$ cat config.mk
export PLATFORM = sky130hd
export DESIGN_NAME = ils_controller
export DESIGN_NICKNAME = d
export VERILOG_FILES = /design/src/rtl/core/ils_pkg.sv /design/src/rtl/core/ils_controller.sv
export VERILOG_INCLUDE_DIRS = /design/src /design/src/rtl/core
export SDC_FILE = /design/constraint.sdc
export NUM_CORES = 1
export LEC_CHECK = 0
export BUFFER_PORTS_ARGS = -buffer_cell sky130_fd_sc_hd__buf_2
export CAP_MARGIN = 5
export CORE_AREA = 2 2 44 46
export DETAILED_ROUTE_END_ITERATION = 12
export DIE_AREA = 0 0 46 48
export GPL_TIMING_DRIVEN = 0
export PLACE_DENSITY = 0.49
export SLEW_MARGIN = 40
export SYNTH_ARGS = -nofsm -noshare
export SYNTH_HDL_FRONTEND = slang
export SYNTH_SLANG_ARGS = --single-unit
$ cat constraint.sdc
create_clock -name clock -period 2.1 [get_ports clock]
set_clock_uncertainty 0.1 [all_clocks]
set_input_delay 0.315 -clock clock [delete_from_list [all_inputs] [get_ports clock]]
set_output_delay 0.315 -clock clock [all_outputs]
set_load 0.005 [all_outputs]
$ cat src/rtl/core/indexed_list_store_defines.svh
// Assertion macros shared by the indexed list store RTL.
`ifndef INDEXED_LIST_STORE_DEFINES_SVH
`define INDEXED_LIST_STORE_DEFINES_SVH

// Same-cycle implication, checked on every rising clock edge outside reset.
`define ILS_ASSERT_NOW(label, ante, cons) \
   label: assert property (@(posedge clock) disable iff (reset) (ante) |-> (cons)) \
      else $error("indexed_list_store: same-cycle check failed");

// Next-cycle implication, checked on every rising clock edge outside reset.
`define ILS_ASSERT_NEXT(label, ante, cons) \
   label: assert property (@(posedge clock) disable iff (reset) (ante) |=> (cons)) \
      else $error("indexed_list_store: next-cycle check failed");

`endif

$ cat src/rtl/core/ils_pkg.sv
// Shared constants, codes and controller/datapath interface types.
package ils_pkg;

   localparam int CAPACITY = 256;
   localparam int IDX_W    = $clog2(CAPACITY);
   localparam int CNT_W    = $clog2(CAPACITY + 1);

   localparam int ACT_W   = 3;
   localparam int POS_W   = 9;
   localparam int VAL_W   = 32;
   localparam int STAT_W  = 2;
   localparam int ENTRY_W = 9;

   // Compare width: holds position, count and count + 1 without overflow.
   localparam int CMP_W = ((CNT_W > POS_W) ? CNT_W : POS_W) + 1;

   localparam int REQ_DATA_W = ((POS_W + VAL_W + 7) / 8) * 8;
   localparam int RSP_BITS   = VAL_W + 1 + STAT_W + ENTRY_W;
   localparam int RSP_DATA_W = ((RSP_BITS + 7) / 8) * 8;

   localparam logic [ACT_W-1:0] ACT_PUSH_BACK  = 3'd0;
   localparam logic [ACT_W-1:0] ACT_PUSH_FRONT = 3'd1;
   localparam logic [ACT_W-1:0] ACT_INSERT     = 3'd2;
   localparam logic [ACT_W-1:0] ACT_POP_BACK   = 3'd3;
   localparam logic [ACT_W-1:0] ACT_POP_FRONT  = 3'd4;
   localparam logic [ACT_W-1:0] ACT_REMOVE     = 3'd5;
   localparam logic [ACT_W-1:0] ACT_READ       = 3'd6;
   localparam logic [ACT_W-1:0] ACT_SEARCH     = 3'd7;

   localparam logic [STAT_W-1:0] STS_OK    = 2'd0;
   localparam logic [STAT_W-1:0] STS_RANGE = 2'd1;
   localparam logic [STAT_W-1:0] STS_FULL  = 2'd2;

   // Controller to datapath.
   typedef struct packed {
      logic accept;  // latch the request and its decoded plan
      logic rd;      // read entry at the walk pointer, advance the pointer
      logic put;     // write the new item at its slot
      logic commit;  // update count, load the response word
   } ils_cmd_type;

   // Datapath to controller.
   typedef struct packed {
      logic walk;    // request needs a walk over stored entries
      logic put;     // request writes a new item after the walk
      logic last;    // walk pointer sits on the final entry
   } ils_stat_type;

endpackage

$ cat src/rtl/core/ils_controller.sv
// Sequencer for the list store: accept, walk, drain, put and respond.
module ils_controller import ils_pkg::*; (
   input  logic         clock,
   input  logic         reset,
   input  logic         req_tvalid,
   output logic         req_tready,
   output logic         rsp_tvalid,
   input  logic         rsp_tready,
   input  ils_stat_type stat,
   output ils_cmd_type  cmd
);

`include "indexed_list_store_defines.svh"

   typedef enum logic [5:0] {
      ST_IDLE  = 6'b000001,
      ST_START = 6'b000010,
      ST_WALK  = 6'b000100,
      ST_DRAIN = 6'b001000,
      ST_PUT   = 6'b010000,
      ST_DONE  = 6'b100000
   } ils_state_type;

   ils_state_type state_ff, state_in;
   logic          rsp_valid_ff, rsp_valid_in;

   always_comb begin
      cmd      = '0;
      state_in = state_ff;
      case (state_ff)
         ST_IDLE: begin
            if (req_tvalid) begin
               cmd.accept = 1'b1;
               state_in   = ST_START;
            end
         end
         ST_START: begin
            if (stat.walk) state_in = ST_WALK;
            else if (stat.put) state_in = ST_PUT;
            else state_in = ST_DONE;
         end
         ST_WALK: begin
            cmd.rd = 1'b1;
            if (stat.last) state_in = ST_DRAIN;
         end
         ST_DRAIN: begin
            state_in = stat.put ? ST_PUT : ST_DONE;
         end
         ST_PUT: begin
            cmd.put  = 1'b1;
            state_in = ST_DONE;
         end
         ST_DONE: begin
            if (!rsp_valid_ff || rsp_tready) begin
               cmd.commit = 1'b1;
               state_in   = ST_IDLE;
            end
         end
         default: state_in = ST_IDLE;
      endcase
   end

   always_comb begin
      rsp_valid_in = rsp_valid_ff;
      if (cmd.commit) rsp_valid_in = 1'b1;
      else if (rsp_tready) rsp_valid_in = 1'b0;
   end

   always_ff @(posedge clock) begin
      if (reset) begin
         state_ff     <= ST_IDLE;
         rsp_valid_ff <= 1'b0;
      end else begin
         state_ff     <= state_in;
         rsp_valid_ff <= rsp_valid_in;
      end
   end

   assign req_tready = (state_ff == ST_IDLE);
   assign rsp_tvalid = rsp_valid_ff;

   `ILS_ASSERT_NEXT(a_accept_starts, cmd.accept, state_ff == ST_START)
   `ILS_ASSERT_NEXT(a_walk_ends, state_ff == ST_WALK && stat.last, state_ff == ST_DRAIN)
   `ILS_ASSERT_NEXT(a_commit_shows, cmd.commit, rsp_valid_ff)

endmodule

==> metrics.yaml <==
clock_network:
  numCtsBuffers: 3
  root_buffer: "clkbuf_4"
  cts_max_level: 1
  hold_buffers: 0
  clockBufferDepth: 2
  clk_latency_ns: 0.25
  cts.sinks: 7
  cts.clk_slew.worst_paths_ns: 0.05
  cts_tree: "yes"
  post_cts.repair.setup_buffers: 0
sta:
  maxSlewHeadroom_pct: 69.61
  setup_viol: 0
  tightest_slew_ns: 0.4558
  fin_hold_ws_ns: 0.1878
  finalSetupTns_ns: 0
  rsz0062_at_grt: "no"
  min_period_ns: 1.996
  max_freq_mhz: 501.0
  post-route-period-util_pct: 95.05
  hold_viol: 0
  maxSlewViolCount: 0
hold_path:
  hold_class: "primary input to flip-flop"
flow_run:
  max-cap-violations: 0
logic_synthesis:
  synth_top_area_share_pct: 33.94
  ys_top_cells_by_area: "dfxtp_1 (34%), nor2_1 (6.4%), nor3_1 (3.6%), o21ai_0 (3.6%), nor3b_1 (3.6%)"
  ys_ff_latch: 7
  synth_warnings: 0
  synth_edf_count: 0
  syn_area_per_cell_um2: 8.602
  yosys.cell_types.count: 28
  syn-num-nets: 55
  ys_seq_area_share_pct: 33.94
  yosys-top-cells-count: "dfxtp_1 (7), nor2_1 (7), inv_1 (3), nor3_1 (3), o21ai_0 (3)"
  synthesis.area_um2: 412.9
  synthFlopType: "dfxtp_1"
  netlist_instances: 48
  synthArstFlopShare_pct: 0
  synth_top_area_cell: "dfxtp_1"
pwr:
  peakVddDrop_mv: 0.2339
  p_leak_nw: 0.2596
  power_density_nw_per_um2: 607.2
worst_setup_path:
  cp-start-kind: "flip-flop"
  path_cells: "buf_6, or4b_4, nor3_4, and2_1, buf_2"
  endpoint_kind: "output pin"
  crit_fanout: 8
  cp_slowest_cell: "or4b_4"
  cp_num_buf_inv: 2
  cp.required_ns: 1.68
  crit_type: "flip-flop to output pin"
  worstPathArrival_ns: 1.58
  cp_top_family: "simple AND/OR/NAND/NOR gates"
  crit_path_max_incr_delay_ns: 0.52
place:
  port_buffers: 12
  dp.final_hpwl_um: 750.8
  place_area_um2: 494.2
  place.gp.congestion: 0.7407
  placed_cells: 77
floorplanning:
  initial_core_util_pct: 24.44
  dieHeight_um: 48
  dieArea_um2: 2208
  num_rows: 15
  die_x_um: 46
  coreArea_um2: 1689
  ios: 13
layout:
  diodes: 0
  nFillCells: 190
  stdcell_area_um2: 533.0
  drive_gt1_share_pct: 39.06
  nets: 72
  layout.cells.non_filler: 81
  area_delta_synth_final_pct: 29.09
detailed_routing:
  vias_per_cell: 5.062
  wirelength_um: 958
  drt_iter0_drc: 10
  routedWlPerCell_um: 11.83
  ant_nets: 0
  route.detailed.drc: 0
  drt-pass1-iter-count: 4
  vias: 410
global_routing:
  grt_pass1_wl_um: 1518
  grt_max_degree: 11
  grt-ovfl-total: 0
  grt_pass1_vias: 337
  grt_antenna_before_repair: 0
  grt.total_usage_pct: 10.47
status:
  status: "complete, no violations"
## timing repair
item,4_1_cts,5_1_grt
endpoints found under the setup margin,1,1
hold endpoints to repair,0,0
pin swaps,0,0
cloned,0,0
gates resized for setup,1,2
## per-layer routing
layer	routed length [um]	track usage, %	up-vias
met3	69	6.038	0
met4	0	5.143	0
met1	456	12.89	185
met5	0	0	-
li1	-	-	208
met2	432	14.44	17
## layout by cell type, fill, tap and decap left out, drive strengths merged, types with 2 or more instances in the layout
cell,synthesis,final
dfxtp,7,7
buf,2,14
o211ai,2,2
clkbuf,1,5
nor2,7,7
nor3b,2,2
inv,3,3
nand3,2,2
o21ai,3,3
nor3,3,3
## state kept, by name (all words and copies together) (netlist names)
| name | cells |
|---|---|
| state_ff | 6 |
| rsp_tvalid | 1 |
## path summary, 6_finish.rpt
check / from / endpoint / slack (ns) / cells past startpoint
max reg2reg: state_ff[3] / state_ff[2] / 0.26 / 5
min: stat[0] / state_ff[3] / 0.19 / 3
min reg2reg: state_ff[2] / state_ff[3] / 0.52 / 2
max: state_ff[3] / cmd[3] / 0.10 / 5
## cell type report
cell class / instances / area, um^2 / area share [%]
Multi-Input combinational cell: 35 / 250.2 / 46.95
Sequential cell: 7 / 141.4 / 26.53
Timing Repair Buffer: 12 / 60.06 / 11.27
Clock buffer: 4 / 26.28 / 4.930
Buffer: 3 / 22.52 / 4.225
Tap cell: 17 / 21.27 / 3.991
Inverter: 3 / 11.26 / 2.113
## tightest hold or removal path, cell delays in order
cell and delay [ns]:
buf_2 0.10, inv_1 0.04, nor3_1 0.04
## per-stage QoR
stage	total power, mW	setup slack (ns)	util [%]
2_1_floorplan	0.1792	0.3549	-
3_3_place_gp	0.1982	0.2918	29.26
3_5_place_dp	0.1986	0.2780	29.26
4_1_cts	0.3286	0.06153	31.11
5_1_grt	0.3440	0.03359	31.56
6_report	0.3237	0.1040	31.56
## where the power goes
group	internal [mW]	switching [mW]	total [mW]	leakage [nW]
sequential	0.138	0.00561	0.143	0.0572
combinational	0.0301	0.0262	0.0563	0.187
clock	0.0726	0.0513	0.124	0.0150
## cell families after synthesis
family,after synthesis,share of synthesized area [%]
AOI/OAI and AO/OA,9,16.06
xor gates and xnor gates,1,2.122
buffers and inverters,6,8.181
DFF,7,33.94
and+or+nand+nor,25,39.70
(Power assumes the default switching activity.)
